[src/rtl/core/thp_pkg.sv]
// ----------------------------------------------------------------------------
// thp_pkg
// Shared types, constants and helpers for the temperature, pressure and
// humidity compensation pipeline.
// ----------------------------------------------------------------------------
`default_nettype none

package thp_pkg;

  // Configuration register indexes
  typedef enum logic [2:0] {
    CFG_TEMP       = 3'd0,
    CFG_PRESS_LOW  = 3'd1,
    CFG_PRESS_HIGH = 3'd2,
    CFG_PRESS_NINE = 3'd3,
    CFG_HUM        = 3'd4,
    CFG_HUM_SIX    = 3'd5
  } cfg_index_t;

  localparam logic [31:0] P_TF_OFFSET   = 32'd64000;
  localparam logic [31:0] P_V1_BIAS     = 32'd32768;
  localparam logic [31:0] P_ADC_BASE    = 32'd1048576;
  localparam logic [31:0] P_SCALE       = 32'd3125;
  localparam logic [31:0] H_TF_OFFSET   = 32'd76800;
  localparam logic [31:0] H_ROUND_A     = 32'd16384;
  localparam logic [31:0] H_BIAS_B      = 32'd32768;
  localparam logic [31:0] H_BIAS_C      = 32'd2097152;
  localparam logic [31:0] H_ROUND_C     = 32'd8192;
  localparam logic [31:0] H_CLAMP       = 32'd419430400;
  localparam logic [31:0] T_ROUND       = 32'd128;

  // One stage of the restoring divider
  typedef struct packed {
    logic [31:0] rem;
    logic [31:0] dvd;
    logic [31:0] dvs;
    logic [31:0] quo;
    logic        big;
    logic        zero;
  } div_stage_t;

  function automatic logic [31:0] asr(input logic [31:0] x, input int n);
    asr = 32'($signed(x) >>> n);
  endfunction

  function automatic logic [31:0] sx16(input logic [15:0] v);
    sx16 = {{16{v[15]}}, v};
  endfunction

  function automatic logic [31:0] sx8(input logic [7:0] v);
    sx8 = {{24{v[7]}}, v};
  endfunction

  // One quotient bit: shift in a dividend bit, subtract if it fits
  function automatic div_stage_t div_step(input div_stage_t s);
    div_stage_t  o;
    logic [32:0] trial;
    logic [32:0] diff;
    o     = s;
    trial = {s.rem, s.dvd[31]};
    diff  = trial - {1'b0, s.dvs};
    o.dvd = {s.dvd[30:0], 1'b0};
    if (!diff[32]) begin
      o.rem = diff[31:0];
      o.quo = {s.quo[30:0], 1'b1};
    end else begin
      o.rem = trial[31:0];
      o.quo = {s.quo[30:0], 1'b0};
    end
    return o;
  endfunction

endpackage

`default_nettype wire

[src/rtl/core/thp_press_post.sv]
// ----------------------------------------------------------------------------
// thp_press_post
// Three-stage pressure back end: second-order correction of the quotient.
// ----------------------------------------------------------------------------
`default_nettype none

module thp_press_post
  import thp_pkg::*;
(
  input  wire logic        clk,
  input  wire logic        en,
  input  wire div_stage_t  div_out,
  input  wire logic [31:0] p7,
  input  wire logic [31:0] p8,
  input  wire logic [31:0] p9,
  output logic      [31:0] pressure
);

  logic [31:0] p_val;
  logic [31:0] s1_p_r, s1_a_r, s1_b_r;
  logic        s1_zero_r;
  logic [31:0] s2_p_r, s2_c_r, s2_b_r;
  logic        s2_zero_r;
  logic [31:0] s3_res_r;
  logic [31:0] corr;

  always_comb begin
    p_val = div_out.big ? {div_out.quo[30:0], 1'b0} : div_out.quo;
    corr  = asr(s2_c_r, 12) + asr(s2_b_r, 13) + p7;
  end

  always_ff @(posedge clk) begin
    if (en) begin
      s1_p_r    <= p_val;
      s1_a_r    <= {3'd0, p_val[31:3]} * {3'd0, p_val[31:3]};
      s1_b_r    <= {2'd0, p_val[31:2]} * p8;
      s1_zero_r <= div_out.zero;
      s2_p_r    <= s1_p_r;
      s2_c_r    <= p9 * {13'd0, s1_a_r[31:13]};
      s2_b_r    <= s1_b_r;
      s2_zero_r <= s1_zero_r;
      // zero divisor forces a zero result
      s3_res_r  <= s2_zero_r ? '0 : s2_p_r + asr(corr, 4);
    end
  end

  assign pressure = s3_res_r;

endmodule

`default_nettype wire

[config.mk]
export PLATFORM = sky130hd
export DESIGN_NAME = thp_press_post
export DESIGN_NICKNAME = d
export VERILOG_FILES = /design/src/rtl/core/thp_pkg.sv /design/src/rtl/core/thp_press_post.sv
export SDC_FILE = /design/constraint.sdc
export NUM_CORES = 2
export LEC_CHECK = 0
export BUFFER_PORTS_ARGS = -buffer_cell sky130_fd_sc_hd__buf_2
export CORE_ASPECT_RATIO = 1.2
export CORE_MARGIN = 10
export CORE_UTILIZATION = 45
export DETAILED_ROUTE_END_ITERATION = 12
export HOLD_SLACK_MARGIN = 0.02
export SLEW_MARGIN = 10
export SYNTH_ARGS = -nofsm -noshare
export SYNTH_HDL_FRONTEND = slang
export SYNTH_SLANG_ARGS = --single-unit
[constraint.sdc]
create_clock -name clk -period 9.99 [get_ports clk]
set_clock_uncertainty 0.1 [all_clocks]
set_input_delay 1.4985 -clock clk [delete_from_list [all_inputs] [get_ports clk]]
set_output_delay 1.4985 -clock clk [all_outputs]
set_load 0.005 [all_outputs]
==> parameters.txt <==
Parameter                              Value

Setup path
  Largest stage delay, worst path    0.55 ns
  Cell type with the highest occurrence count on the critical path    fa_1
  Number of cells on the worst reg-to-reg path    34
  Setup crit end kind    flop
  Slowest stage cell on the critical path    fa_1
  Highest fanout seen on the critical path    9
  Arrival time of data at the critical path endpoint    9.66 ns
  Worst Path Class, Setup    in2reg
  Setup crit start kind    primary input
  Endpoint required time on the critical path    10.07 ns

Final layout
  Area growth, synth to finish    7.36%
  Final layout net count    7033
  Area used by multi-input combinational logic    38200 sq um
  FILL cells    10200
  Commonest non-fill, non-tap cells in the layout    inv_1, fa_1, nand2_1, and2_1, ha_1
  Reg area    5260 sq um
  Share of cells above drive strength 1    6.85%
  Most frequent standard cell in the layout excluding fill and tap cells    inv_1

Timing
  Worst-case setup margin in the final layout    0.417 ns
  Tcrit/Tclk final    95.8%
  Total count of max-transition violations in the final report    0
  Final setup violation count    0
  Least-Margin Pin Slew    1.05 ns
  Unrepaired setup endpoints after global routing    false
  Final worst path period need    9.57 ns
  Max transition margin    29.8%
  Final hold vios    0
  Maximum operating frequency    104 MHz

Job
  Number of max-cap violations    0

Global route
  Number of antenna violations at the first check in global routing    19
  Maximum number of pins on one net before global-route repair    102
  Number of global-route vias before repair    38900
  Congestion Overflow GR    0
  First-pass GRT wire length    213000 microns
  GRT Total Usage    22.3%

Drt
  Number of DRC violations after detailed routing    0
  Via total after detailed routing    34200
  DR WL/cell    19.7 microns
  Drt pass-1 iters    5
  ANT nets after route    0
  Drt first-iter violations    1557
  Routed vias/inst    5.09
  Total routed wirelength    133000 microns

Outcome
  Run status    finished, final reports clean

Logic synthesis
  Number of flops mapped to enable cells by yosys    175
  Synthesis warning total    0
  Gate Count Post-Synth    5185
  Post-synthesis sequential element count    175
  Post-synth net total    6917
  Top area cells in the synthesized netlist    fa_1, edfxtp_1, inv_1
  Synth area leader    fa_1
  Most used DFF post-synth    edfxtp_1
  Count of distinct cell types in the synthesized netlist    65
  Mean area per synthesized cell    9.48 sq um
  Share of Yosys cell area claimed by the top area cell type    45.5%
  Share of async-settable or async-resettable flops after synthesis    0%
  Sequential element share of the synthesized area    10.7%
  Cell area after synthesis    49100 sq um

Hold path
  Classification of the worst-slack hold path    reg2reg
  Hold-critical path depth    0

Place
  Final HPWL from detailed placement    109000 microns
  Count of input and output buffers    163
  Global placer's final weighted congestion    0.906
  Worst Setup Slack post-DPL    -0.216 ns

Clock tree
  Count of H-tree levels built during CTS    4
  CTS tree    done
  Clock Pin Slew Worst Setup and Hold Paths    0.08 ns
  Root Buffer Master    clkbuf_16
  Insertion delay of the later-clocked pin in the worst-skew pair    0.46 ns
  Clk sink count    175
  TritonCTS buffer count    17
  Hold buffer count at CTS    0
  Largest buffer count on any clock path    2

Die
  Horizontal extent of the die    322 microns
  Initial cell density of the core    45.4%
  Vertical die dimension    382 microns
  Num ports    260
  Placeable core region    108000 sq um
  Die area    123000 sq um
  Std cell rows    132
## through the flow
stage	setup TNS [ns]	hold WS (ns)	util [%]	instance area, sq um	std cells
after global placement	-0.308	0.300	48.2	52100	6689
final	0	0.316	48.8	52800	6724
after CTS	0	0.319	48.8	52700	6721
after floorplan	0	0.300	-	49200	5185
after global routing	0	0.327	48.8	52800	6723
after detailed placement	-0.565	0.305	48.2	52100	6689
## state kept, by name, indices dropped and copies added, names as in the netlist
register / flops
pressure: 32
s1_b_r: 19
s2_zero_r: 1
s2_c_r: 20
s1_p_r: 32
s2_p_r: 32
s1_zero_r: 1
s2_b_r: 19
s1_a_r: 19
## final timing paths
kind	start	end	slack (ns)
hold / removal	s1_b_r[15]	s2_b_r[15]	0.32
hold reg to reg	s1_b_r[15]	s2_b_r[15]	0.32
setup reg to reg	s2_b_r[13]	pressure[31]	2.04
setup / recovery	div_out[1]	s1_a_r[31]	0.42
## worst max-delay path, delay by kind of cell
family | cells | cell delay [ns]
mux | 1 | 0.53
simple gates | 2 | 0.25
xor+xnor | 1 | 0.14
fa+ha+maj | 9 | 4.32
compound gates | 9 | 2.11
buf+inv | 6 | 0.82
## layer usage
metal	GRT usage (%)	vias up	share of wire, %
met5	0	-	0.10
met1	26.6	17700	40
li1	-	15400	-
met4	9.46	26	4.6
met3	2.36	334	4.3
met2	40.5	840	51
## synth_stat cells (23+ instances only)
master,instances
inv_1,1310
and2_1,434
xnor2_1,161
xor2_1,66
nor2_1,228
edfxtp_1,175
clkbuf_1,193
fa_1,1118
a21oi_1,77
nand2_1,680
o21a_1,23
ha_1,386
o21ai_0,34
mux2i_1,30
nor3_1,26
a21o_1,58
## what timing repair did
action                     in CTS  in global routing
hold endpoints to repair        0                  0
resized for setup               0                  2
setup endpoints to repair       0                  3
setup buffers                   0                  0
## cell families (layout without fill, tap and decap cells)
group,Yosys count,after routing,synth area share (%)
xor+xnor,228,228,4.09
buf+inv,1525,1654,11.7
mux,33,33,0.680
other cells,0,3,0
fa+ha+maj,1504,1504,55.4
simple gates,1453,1453,13.8
flops,175,175,10.7
compound gates,267,267,3.70
## final cells by class
class	instances	area share, %
Timing Repair Buffer	306	3.74
Antenna cell	3	0.0142
Clock inverter	15	0.427
Tap cell	1407	3.34
Inverter	1316	9.36
Clock buffer	17	0.806
Sequential cell	175	9.96
Multi-Input combinational cell	3485	72.4
Power is not shown: default switching activity piles up to over one toggle a cycle in this logic, so the estimate is an artifact.
