**src/rtl/core/thp_pkg.sv**
```systemverilog
// ----------------------------------------------------------------------------
// thp_pkg
// Shared types, constants and helpers for the temperature, pressure and
// humidity compensation pipeline.
// ----------------------------------------------------------------------------
`default_nettype none

package thp_pkg;

  // Configuration register indexes
  typedef enum logic [2:0] {
    CFG_TEMP       = 3'd0,
    CFG_PRESS_LOW  = 3'd1,
    CFG_PRESS_HIGH = 3'd2,
    CFG_PRESS_NINE = 3'd3,
    CFG_HUM        = 3'd4,
    CFG_HUM_SIX    = 3'd5
  } cfg_index_t;

  localparam logic [31:0] P_TF_OFFSET   = 32'd64000;
  localparam logic [31:0] P_V1_BIAS     = 32'd32768;
  localparam logic [31:0] P_ADC_BASE    = 32'd1048576;
  localparam logic [31:0] P_SCALE       = 32'd3125;
  localparam logic [31:0] H_TF_OFFSET   = 32'd76800;
  localparam logic [31:0] H_ROUND_A     = 32'd16384;
  localparam logic [31:0] H_BIAS_B      = 32'd32768;
  localparam logic [31:0] H_BIAS_C      = 32'd2097152;
  localparam logic [31:0] H_ROUND_C     = 32'd8192;
  localparam logic [31:0] H_CLAMP       = 32'd419430400;
  localparam logic [31:0] T_ROUND       = 32'd128;

  // One stage of the restoring divider
  typedef struct packed {
    logic [31:0] rem;
    logic [31:0] dvd;
    logic [31:0] dvs;
    logic [31:0] quo;
    logic        big;
    logic        zero;
  } div_stage_t;

  function automatic logic [31:0] asr(input logic [31:0] x, input int n);
    asr = 32'($signed(x) >>> n);
  endfunction

  function automatic logic [31:0] sx16(input logic [15:0] v);
    sx16 = {{16{v[15]}}, v};
  endfunction

  function automatic logic [31:0] sx8(input logic [7:0] v);
    sx8 = {{24{v[7]}}, v};
  endfunction

  // One quotient bit: shift in a dividend bit, subtract if it fits
  function automatic div_stage_t div_step(input div_stage_t s);
    div_stage_t  o;
    logic [32:0] trial;
    logic [32:0] diff;
    o     = s;
    trial = {s.rem, s.dvd[31]};
    diff  = trial - {1'b0, s.dvs};
    o.dvd = {s.dvd[30:0], 1'b0};
    if (!diff[32]) begin
      o.rem = diff[31:0];
      o.quo = {s.quo[30:0], 1'b1};
    end else begin
      o.rem = trial[31:0];
      o.quo = {s.quo[30:0], 1'b0};
    end
    return o;
  endfunction

endpackage

`default_nettype wire

```
**src/rtl/core/thp_div.sv**
```systemverilog
// ----------------------------------------------------------------------------
// thp_div
// 32-stage pipelined restoring divider, one quotient bit per stage.
// ----------------------------------------------------------------------------
`default_nettype none

module thp_div
  import thp_pkg::*;
(
  input  wire logic       clk,
  input  wire logic       en,
  input  wire div_stage_t div_in,
  output div_stage_t      div_out
);

  div_stage_t stage_r   [0:31];
  div_stage_t stage_nxt [0:31];

  // next value of every stage
  always_comb begin
    stage_nxt[0] = div_step(div_in);
    for (int k = 1; k < 32; k++) begin
      stage_nxt[k] = div_step(stage_r[k-1]);
    end
  end

  always_ff @(posedge clk) begin
    if (en) begin
      for (int k = 0; k < 32; k++) begin
        stage_r[k] <= stage_nxt[k];
      end
    end
  end

  assign div_out = stage_r[31];

endmodule

`default_nettype wire

```
**config.mk**
```make
export PLATFORM = sky130hd
export DESIGN_NAME = thp_div
export DESIGN_NICKNAME = d
export VERILOG_FILES = /design/src/rtl/core/thp_pkg.sv /design/src/rtl/core/thp_div.sv
export SDC_FILE = /design/constraint.sdc
export NUM_CORES = 2
export LEC_CHECK = 0
export CORE_UTILIZATION = 45
export DETAILED_ROUTE_END_ITERATION = 16
export DONT_BUFFER_PORTS = 1
export PLACE_DENSITY = 0.68
export SYNTH_ARGS = -nofsm -noshare
export SYNTH_HDL_FRONTEND = slang
export SYNTH_MEMORY_MAX_BITS = 65536
export SYNTH_SLANG_ARGS = --single-unit
```
**constraint.sdc**
```tcl
create_clock -name clk -period 4.99 [get_ports clk]
set_clock_uncertainty 0.2 [all_clocks]
set_input_delay 0.2495 -clock clk [delete_from_list [all_inputs] [get_ports clk]]
set_output_delay 0.2495 -clock clk [all_outputs]
set_load 0.02 [all_outputs]
```
==> flow_summary_export.csv <==
group,metric,value,unit
run_status,status,"complete, no violations",
setup_path,crit_path_max_incr_delay,0.57,ns
layout,layout-area-overhead-vs-synth,12.3,%
die,die_area,359000,µm²
die,die_w,599,µm
setup_path,cp-end-kind,"flip-flop",
timing,final_hold_viol_count,0,
power,p_leak,71.8,nW
drt,vias_per_cell,5.37,
die,io_pins,262,
flow_run,max-cap-violations,0,
timing,slew_violations,0,
place,post-place-ws,-2.30,ns
die,dieHeight,599,µm
synthesis,ys_seq_area_frac,0.587,
setup_path,path_cells,"dlygate4sd3_1 > inv_1 > dlygate4sd3_1 > ha_1 > fa_1 > nor2b_1 > o31a_1 > a21oi_2 > a31oi_2 > o31a_1 > a31oi_1 > buf_4 > o31a_1 > o21ai_2 > a21oi_2 > xnor2_2 > buf_4 > clkbuf_16 > mux2_2 > dlygate4sd3_1",
synthesis,async_flop_share,0,
place,placed_area,166000,µm²
timing,finalCritPeriodShare,0.995,
timing,setup_viol,0,
setup_path,crit_end,"stage_r[0][125]",
clocking,clk_latency,0.96,ns
drt,firstDrtPassIters,6,
layout,drive_gt1_frac,0.112,
clocking,clk_pin_slew,0.07,ns
die,initial_core_util,0.454,
synthesis,synthesis.area,161000,µm²
drt,wl_per_cell,17.4,µm
setup_path,path_depth,20,
timing,hold-worst-slack,0.0292,ns
synthesis,avgSynthCellArea,12.8,µm²
drt,drt_iter0_drc,6387,
global_routing,grt_max_degree,259,
power,finalPower,0.124,W
drt,via_count,96200,
global_routing,grt_pass1_wl,494,mm
layout,reg.largest.list,"stage_r x3136",
global_routing,antenna_found_initial,2,
die,coreArea,354000,µm²
clocking,cts.sinks,3136,
min_path,min-delay-path-class,"in -> reg",
drt,drc_errors,0,
synthesis,synth_edf_count,3136,
global_routing,grt_overflow,0,
clocking,cts_max_path_buffers,4,
layout,nets,14100,
timing,fmax,0.201,GHz
setup_path,reg2reg_depth,18,
setup_path,crit_arrival,5.41,ns
setup_path,path_buf_inv,7,
synthesis,synth_cell_types,106,
timing,max_slew_margin,0.132,
drt,wl,312,mm
place,dp_hpwl,218,mm
power,ir_drop,0.486,mV
layout,regMostFlops,"stage_r",
global_routing,grt_pass1_vias,95300,
clocking,cts_inserted_buffers,344,
setup_path,cp_top_family,"buffers and inverters",
setup_path,r2r-end,"stage_r[1][749]",
place,place.gp.congestion,0.912,
setup_path,cp_max_fo,16,
setup_path,start_kind,"primary input",
setup_path,crit_slowest_cell,"dlygate4sd3_1",
die,num_rows,218,
timing,finalWorstSetupSlack,0.0233,ns
synthesis,synth_ff_type,"edfxtp_1",
synthesis,yosys_register_bits,3136,
clocking,cts_tree,"yes",
clocking,clockRootBuffer,"clkbuf_16",
drt,drtAntennaViolNets,0,
layout,finalInstanceArea,180000,µm²
global_routing,globalRouteTotalUtil,0.168,
timing,finalCriticalPeriod,4.97,ns
layout,largest_reg_flops,3136,
place,io_buffers,0,
setup_path,crit_required,5.43,ns
synthesis,yosys_warnings,0,
setup_path,worstSetupPathType,"in -> reg",
setup_path,worstSetupStartpoint,"div_in[97]",
setup_path,ff2ff_setup_slack,0.22,ns
synthesis,syn_inst,12600,
power,powerDensity,688,nW/µm²
timing,worst_slew_pin_slew,1.30,ns
clocking,htree_levels,5,
setup_path,r2r_start,"stage_r[1][612]",
[worst min path at each step]
stage               cells past startpoint       from         endpoint  slack (ns)
floorplan                               0  div_in[0]    stage_r[0][0]        0.15
CTS                                     0         en   stage_r[0][92]       -0.86
global route                            4         en  stage_r[0][780]        0.04
finish                                  4         en  stage_r[0][780]        0.03
detailed placement                      0  div_in[1]    stage_r[0][1]        0.15
global placement                        0  div_in[1]    stage_r[0][1]        0.15
[per-stage QoR]
| step | util | instances | TNS, ns |
|---|---|---|---|
| after floorplan | - | 12600 | 0 |
| after global placement | 0.470 | 17100 | -1712.46 |
| after detailed placement | 0.470 | 17100 | -1890.58 |
| after CTS | 0.508 | 17900 | 0 |
| after global routing | 0.509 | 17900 | -0.772 |
| final | 0.509 | 17900 | 0 |
[cell type report]
cell class,count,area [µm²]
Clock buffer,398,8920
Clock inverter,226,2340
Inverter,1240,4650
Tap cell,4730,5920
Multi-Input combinational cell,7833,60000
Fill cell,29900,174000
Timing Repair Buffer,346,4200
Antenna cell,2,5.00
Sequential cell,3136,94200
[cell families (layout without fill, tap and decap cells)]
logic type,after synthesis,after routing,share of synthesized area
AOI/OAI and AO/OA,3039,3039,0.121
xor gates and xnor gates,889,889,0.0487
adders and majority gates,1056,1056,0.0838
buffers and inverters,1634,2210,0.0423
DFF,3136,3136,0.587
muxes,779,779,0.0553
other,1,34,0.0000234
and+or+nand+nor,2038,2038,0.0617
[Yosys cell counts, types with 28 or more instances]
master     number  share of area
edfxtp_1     3136           0.59
inv_1        1237          0.029
ha_1         1024          0.080
a21oi_1       929          0.029
mux2_2        650          0.046
o21ai_0       643          0.020
nand2_1       594          0.014
xnor2_1       576          0.031
a21o_1        516          0.024
nor2_1        515          0.012
xor2_1        309          0.017
clkbuf_1      185         0.0043
nand3_1       174         0.0054
nor2b_1       167         0.0065
o21a_1        145         0.0068
buf_4         142         0.0066
nand4_1       114         0.0044
nand2b_1      108         0.0042
a31oi_1        98         0.0038
and3_1         90         0.0035
o21bai_1       83         0.0039
nor3_1         75         0.0023
mux2i_1        70         0.0044
o211ai_1       63         0.0029
o31a_1         60         0.0033
o31ai_1        60         0.0028
a211oi_1       56         0.0026
mux2_4         52         0.0049
buf_2          47         0.0015
and4_1         40         0.0022
and2_1         38         0.0015
o2111ai_1      35         0.0019
fa_1           32         0.0040
a221o_1        31         0.0019
a221oi_1       28         0.0015
[worst register-to-register path: cells and delay by family, from the launching register on]
family,cells,cell delay [ns]
compound gates,8,1.89
flops,1,0.37
fa+ha+maj,2,0.63
simple gates,1,0.14
mux,1,0.39
buf+inv,6,0.85
[routing by layer]
metal,vias up,share of wire,GRT usage
li1,47300,-,-
met1,46500,0.41,0.200
met2,1809,0.51,0.308
met3,631,0.037,0.0211
met4,2,0.040,0.0671
met5,-,0.000035,0
[layout by cell type (no fill, tap or decap), types with 108 or more instances in the layout]
cell type      Yosys  layout
inv_1           1237    1237
a21oi_1          929     927
o21ai_0          643     642
xnor2_1          576     563
nor2_1           515     515
nand2_1          594     594
nand2b_1         108     108
nor2b_1          167     167
mux2_2           650     650
a21o_1           516     516
nand3_1          174     174
edfxtp_1        3136    3136
xor2_1           309     301
ha_1            1024    1024
clkbuf_16          0     352
o21a_1           145     145
dlygate4sd3_1      0     203
nand4_1          114     114
[repair_timing]
item | 4_1_cts | 5_1_grt
endpoints found under the hold margin | 299 | 201
hold buffers | 197 | 16
pin swaps | 0 | 3
resized for setup | 0 | 7
cloned | 5 | 3
setup buffers | 0 | 5
endpoints found under the setup margin | 986 | 624
[power breakdown]
group          total, W  switching (W)  internal (W)
logic            0.0564         0.0295        0.0269
clock network    0.0252         0.0106        0.0147
registers        0.0424        0.00372        0.0387
Note: power is estimated with default switching activity, not from simulation.
