===== src/rtl/core/thp_pkg.sv =====
// ----------------------------------------------------------------------------
// thp_pkg
// Shared types, constants and helpers for the temperature, pressure and
// humidity compensation pipeline.
// ----------------------------------------------------------------------------
`default_nettype none

package thp_pkg;

  // Configuration register indexes
  typedef enum logic [2:0] {
    CFG_TEMP       = 3'd0,
    CFG_PRESS_LOW  = 3'd1,
    CFG_PRESS_HIGH = 3'd2,
    CFG_PRESS_NINE = 3'd3,
    CFG_HUM        = 3'd4,
    CFG_HUM_SIX    = 3'd5
  } cfg_index_t;

  localparam logic [31:0] P_TF_OFFSET   = 32'd64000;
  localparam logic [31:0] P_V1_BIAS     = 32'd32768;
  localparam logic [31:0] P_ADC_BASE    = 32'd1048576;
  localparam logic [31:0] P_SCALE       = 32'd3125;
  localparam logic [31:0] H_TF_OFFSET   = 32'd76800;
  localparam logic [31:0] H_ROUND_A     = 32'd16384;
  localparam logic [31:0] H_BIAS_B      = 32'd32768;
  localparam logic [31:0] H_BIAS_C      = 32'd2097152;
  localparam logic [31:0] H_ROUND_C     = 32'd8192;
  localparam logic [31:0] H_CLAMP       = 32'd419430400;
  localparam logic [31:0] T_ROUND       = 32'd128;

  // One stage of the restoring divider
  typedef struct packed {
    logic [31:0] rem;
    logic [31:0] dvd;
    logic [31:0] dvs;
    logic [31:0] quo;
    logic        big;
    logic        zero;
  } div_stage_t;

  function automatic logic [31:0] asr(input logic [31:0] x, input int n);
    asr = 32'($signed(x) >>> n);
  endfunction

  function automatic logic [31:0] sx16(input logic [15:0] v);
    sx16 = {{16{v[15]}}, v};
  endfunction

  function automatic logic [31:0] sx8(input logic [7:0] v);
    sx8 = {{24{v[7]}}, v};
  endfunction

  // One quotient bit: shift in a dividend bit, subtract if it fits
  function automatic div_stage_t div_step(input div_stage_t s);
    div_stage_t  o;
    logic [32:0] trial;
    logic [32:0] diff;
    o     = s;
    trial = {s.rem, s.dvd[31]};
    diff  = trial - {1'b0, s.dvs};
    o.dvd = {s.dvd[30:0], 1'b0};
    if (!diff[32]) begin
      o.rem = diff[31:0];
      o.quo = {s.quo[30:0], 1'b1};
    end else begin
      o.rem = trial[31:0];
      o.quo = {s.quo[30:0], 1'b0};
    end
    return o;
  endfunction

endpackage

`default_nettype wire


===== src/rtl/core/thp_temp.sv =====
// ----------------------------------------------------------------------------
// thp_temp
// Four-stage fine temperature pipeline; carries the raw pressure and
// humidity samples alongside so they leave aligned with the result.
// ----------------------------------------------------------------------------
`default_nettype none

module thp_temp
  import thp_pkg::*;
(
  input  wire logic        clk,
  input  wire logic        en,
  input  wire logic [31:0] t1,
  input  wire logic [31:0] t2,
  input  wire logic [31:0] t3,
  input  wire logic [19:0] raw_t,
  input  wire logic [19:0] raw_p,
  input  wire logic [15:0] raw_h,
  output logic      [31:0] tf,
  output logic      [19:0] raw_p_o,
  output logic      [15:0] raw_h_o
);

  logic [31:0] s1_a0_r, s1_d_r;
  logic [31:0] s2_m1_r, s2_dd_r;
  logic [31:0] s3_a_r, s3_m2_r;
  logic [31:0] s4_tf_r;
  logic [19:0] rp_r [0:3];
  logic [15:0] rh_r [0:3];

  // arithmetic stages
  always_ff @(posedge clk) begin
    if (en) begin
      s1_a0_r <= {15'd0, raw_t[19:3]} - {t1[30:0], 1'b0};
      s1_d_r  <= {16'd0, raw_t[19:4]} - t1;
      s2_m1_r <= s1_a0_r * t2;
      s2_dd_r <= s1_d_r * s1_d_r;
      s3_a_r  <= asr(s2_m1_r, 11);
      s3_m2_r <= asr(s2_dd_r, 12) * t3;
      s4_tf_r <= s3_a_r + asr(s3_m2_r, 14);
    end
  end

  // raw sample alignment
  always_ff @(posedge clk) begin
    if (en) begin
      rp_r[0] <= raw_p;
      rh_r[0] <= raw_h;
      for (int i = 1; i < 4; i++) begin
        rp_r[i] <= rp_r[i-1];
        rh_r[i] <= rh_r[i-1];
      end
    end
  end

  assign tf      = s4_tf_r;
  assign raw_p_o = rp_r[3];
  assign raw_h_o = rh_r[3];

endmodule

`default_nettype wire


===== config.mk =====
export PLATFORM = sky130hd
export DESIGN_NAME = thp_temp
export DESIGN_NICKNAME = d
export VERILOG_FILES = /design/src/rtl/core/thp_pkg.sv /design/src/rtl/core/thp_temp.sv
export SDC_FILE = /design/constraint.sdc
export NUM_CORES = 2
export LEC_CHECK = 0
export ABC_CLOCK_PERIOD_IN_PS = 10500
export BUFFER_PORTS_ARGS = -buffer_cell sky130_fd_sc_hd__buf_2
export CAP_MARGIN = 20
export CORE_AREA = 4 4 461 463
export DETAILED_ROUTE_END_ITERATION = 7
export DIE_AREA = 0 0 465 467
export GPL_ROUTABILITY_DRIVEN = 0
export MAX_ROUTING_LAYER = met4
export PLACE_DENSITY_LB_ADDON = 0.1
export SLEW_MARGIN = 20
export SYNTH_ARGS = -nofsm -noshare
export SYNTH_HDL_FRONTEND = slang
export SYNTH_SLANG_ARGS = --single-unit
export TNS_END_PERCENT = 100

===== constraint.sdc =====
create_clock -name clk -period 10.5 [get_ports clk]
set_input_delay 0.525 -clock clk [delete_from_list [all_inputs] [get_ports clk]]
set_output_delay 0.525 -clock clk [all_outputs]
set_load 0.05 [all_outputs]

==> flow_summary_export.csv <==
group,metric,value,unit
logic_synthesis,synth_edf_count,278,
clock_tree,hold_buffers,0,
detailed_routing,ant_nets,0,
logic_synthesis,synthArstFlopShare,0,%
logic_synthesis,synth_top_area_share,43.40,%
layout,area_delta_synth_final,10.62,%
sta,rsz0062_at_grt,"no",
setup_path,rr_endpoint,"s2_dd_r[31]",
clock_tree,clock_latency,640,ps
layout,drive_gt1_share,6.981,%
setup_path,r2r-start,"s1_a0_r[14]",
logic_synthesis,seq_area_frac_synth,16.09,%
logic_synthesis,synth_nets,6807,
grt,grt_use_total,14.76,%
floorplan,fp.dieH,467,µm
placed_design,dp_hpwl,122200,µm
clock_tree,cts.root.buffer_cell,"clkbuf_16",
clock_tree,cts_inserted_buffers,39,
hold_path,hold_start,"raw_p[13]",
setup_path,arrival,8930,ps
sta,fmax,116.8,MHz
detailed_routing,drc,0,
detailed_routing,vias,32830,
floorplan,die-area,217200,µm²
floorplan,rows,168,
logic_synthesis,ys.flop_type,"edfxtp_1",
layout,utilization,27.50,%
placed_design,io_buffers,217,
sta,slew_violations,0,
sta,hold_violations,0,
sta,finalCritPeriodShare,81.56,%
setup_path,cp_slowest_cell,"edfxtp_1",
grt,grt_max_degree,83,
sta,tightest_slew,1067,ps
hold_path,min_path_cells,1,
clock_tree,ctsLongestPathBuffers,3,
floorplan,core,208700,µm²
setup_path,startpoint_type,"flop",
logic_synthesis,synth_area,51900,µm²
setup_path,cpPeakStageDelay,730,ps
setup_path,rr_worst_depth,27,
clock_tree,cts_resized,0,
sta,fin_ws,1936,ps
setup_path,crit_type,"reg -> reg",
clock_tree,cts_tree,"yes",
setup_path,crit_path_end_kind,"flop",
clock_tree,cts_setup_buffers,0,
clock_tree,h-tree-depth,2,
detailed_routing,post_drt_via_cell_ratio,4.069,
logic_synthesis,synthCells,5133,
setup_path,r2r_slack,1940,ps
setup_path,crit_top_cell,"fa_1",
setup_path,critical_path_required,10870,ps
detailed_routing,wirelength,151000,µm
grt,antenna_found_initial,9,
placed_design,post-place-ws,1759,ps
logic_synthesis,ys_types,65,
sta,layout_min_cycle_time,8564,ps
floorplan,die_x,465,µm
sta,slew_headroom,28.86,%
sta,finalSetupViolCount,0,
logic_synthesis,ys_warn_count,0,
layout,final_nets,6903,
floorplan,pin_count,222,
logic_synthesis,yosysTopAreaCell,"fa_1",
grt,grt_pass1_wl,236700,µm
hold_path,holdPathEnd,"rp_r[0][13]",
logic_synthesis,postSynthAreaPerCell,10.11,µm²
logic_synthesis,ys_seq_elements,278,
floorplan,initial_core_util,24.86,%
sta,whs,97.72,ps
hold_path,worstHoldPathType,"in -> reg",
setup_path,crit_fanout,16,
sta,clock_skew,55.49,ps
logic_synthesis,synthTopCellsByArea,"fa_1, edfxtp_1, ha_1",
clock_tree,cts.clk_slew.worst_paths,60,ps
detailed_routing,wl_per_cell,18.71,µm
detailed_routing,dr.pass1.iters,5,
grt,grt_pass1_vias,37610,
sta,fin_tns_setup,0,ps
status,status,"complete, no violations",
flow_run,drv_cap,0,
clock_tree,clock_sinks,278,
grt,grt_remaining_overflow,0,
detailed_routing,dr.first_iter.drc_count,1267,
## per-stage QoR
step	cell area (µm²)	instances
floorplan	51900	5133
detailed placement	56120	7992
global route	57400	8065
global placement	56120	7992
finish	57410	8068
CTS	57370	8061
## cell families (layout without fill, tap and decap cells)
kind of cell | count (synthesis) | in the layout | share of synthesized area, %
AO/OA/AOI/OAI | 181 | 181 | 2.339
XOR/XNOR | 225 | 225 | 3.797
adder cells (fa/ha/maj) | 1520 | 1520 | 52.92
buffers and inverters | 1499 | 1623 | 10.92
flip-flops | 278 | 278 | 16.09
multiplexers | 1 | 1 | 0.01929
other | 0 | 6 | 0
AND/OR/NAND/NOR | 1429 | 1429 | 13.93
## cells in the final DEF (no fill, tap or decap), types with 8 or more instances in the layout
cell type / synthesis / layout
buf_4: 10 / 67
nand2b_1: 22 / 22
clkbuf_1: 219 / 8
a21oi_1: 54 / 54
o21ai_0: 28 / 28
o21bai_1: 10 / 10
inv_1: 1268 / 1268
nand3_1: 16 / 16
a21o_1: 19 / 19
fa_1: 1125 / 1125
edfxtp_1: 278 / 278
a31oi_1: 12 / 12
ha_1: 395 / 395
clkbuf_16: 0 / 39
and2_1: 635 / 635
nor2_1: 81 / 81
xor2_1: 60 / 60
buf_2: 1 / 216
or2_2: 9 / 9
nor3_1: 16 / 16
nand2_1: 601 / 601
clkinv_1: 0 / 8
xnor2_1: 165 / 165
nor2b_1: 18 / 18
and3_1: 9 / 9
## worst max path at each step
stage,from,end
after floorplan,s1_a0_r[5],s2_dd_r[31]
final,s1_a0_r[14],s2_dd_r[31]
after CTS,s1_a0_r[4],s2_dd_r[31]
after global placement,s1_a0_r[4],s2_dd_r[31]
after global routing,s1_a0_r[13],s2_dd_r[31]
after detailed placement,s1_a0_r[4],s2_dd_r[31]
## flip-flops by register name, indices dropped and copies added (netlist names)
name	count
rh_r	64
rp_r	80
s1_a0_r	31
s1_d_r	1
s2_dd_r	20
s2_m1_r	21
s3_a_r	21
s3_m2_r	18
tf	22
## final cells by class
| cell class | count | area, µm² |
|---|---|---|
| Multi-Input combinational cell | 3356 | 37890 |
| Tap cell | 2805 | 3510 |
| Clock inverter | 22 | 239.0 |
| Fill cell | 22170 | 151300 |
| Clock buffer | 47 | 1006 |
| Inverter | 1268 | 4760 |
| Antenna cell | 6 | 15.01 |
| Timing Repair Buffer | 286 | 1647 |
| Sequential cell | 278 | 8348 |
## critical path, delay by kind of cell (launching register included)
kind            cells  cell delay, ps
simple gates        3             590
xor+xnor            2             280
fa+ha+maj           9            4010
compound gates      8            2080
buf+inv             5             600
flops               1             730
## layer usage
metal / global-route usage, % / wire, µm / up-vias
met5: - / 0 / -
met2: 25.11 / 74850 / 361
met3: 1.480 / 3846 / 77
met1: 19.60 / 70450 / 17190
met4: 1.887 / 1824 / 0
li1: - / - / 15210
## synth_stat cells (3+ instances only)
cell      count
a31oi_1      12
and3_1        9
nand2b_1     22
nor2_1       81
o21ai_1       3
nand4_1       7
inv_1      1268
o21bai_1     10
a211oi_1      5
edfxtp_1    278
a31o_2        5
a21oi_1      54
o21ai_0      28
a211o_1       4
o21a_1        6
fa_1       1125
nand3_1      16
clkbuf_1    219
and2_1      635
o211ai_1      4
or3_4         4
ha_1        395
nor2b_1      18
nand2_1     601
xnor2_1     165
buf_4        10
or2_2         9
a21o_1       19
nor3_1       16
xor2_1       60
Power is not shown: default switching activity piles up to over one toggle a cycle in this logic, so the estimate is an artifact.
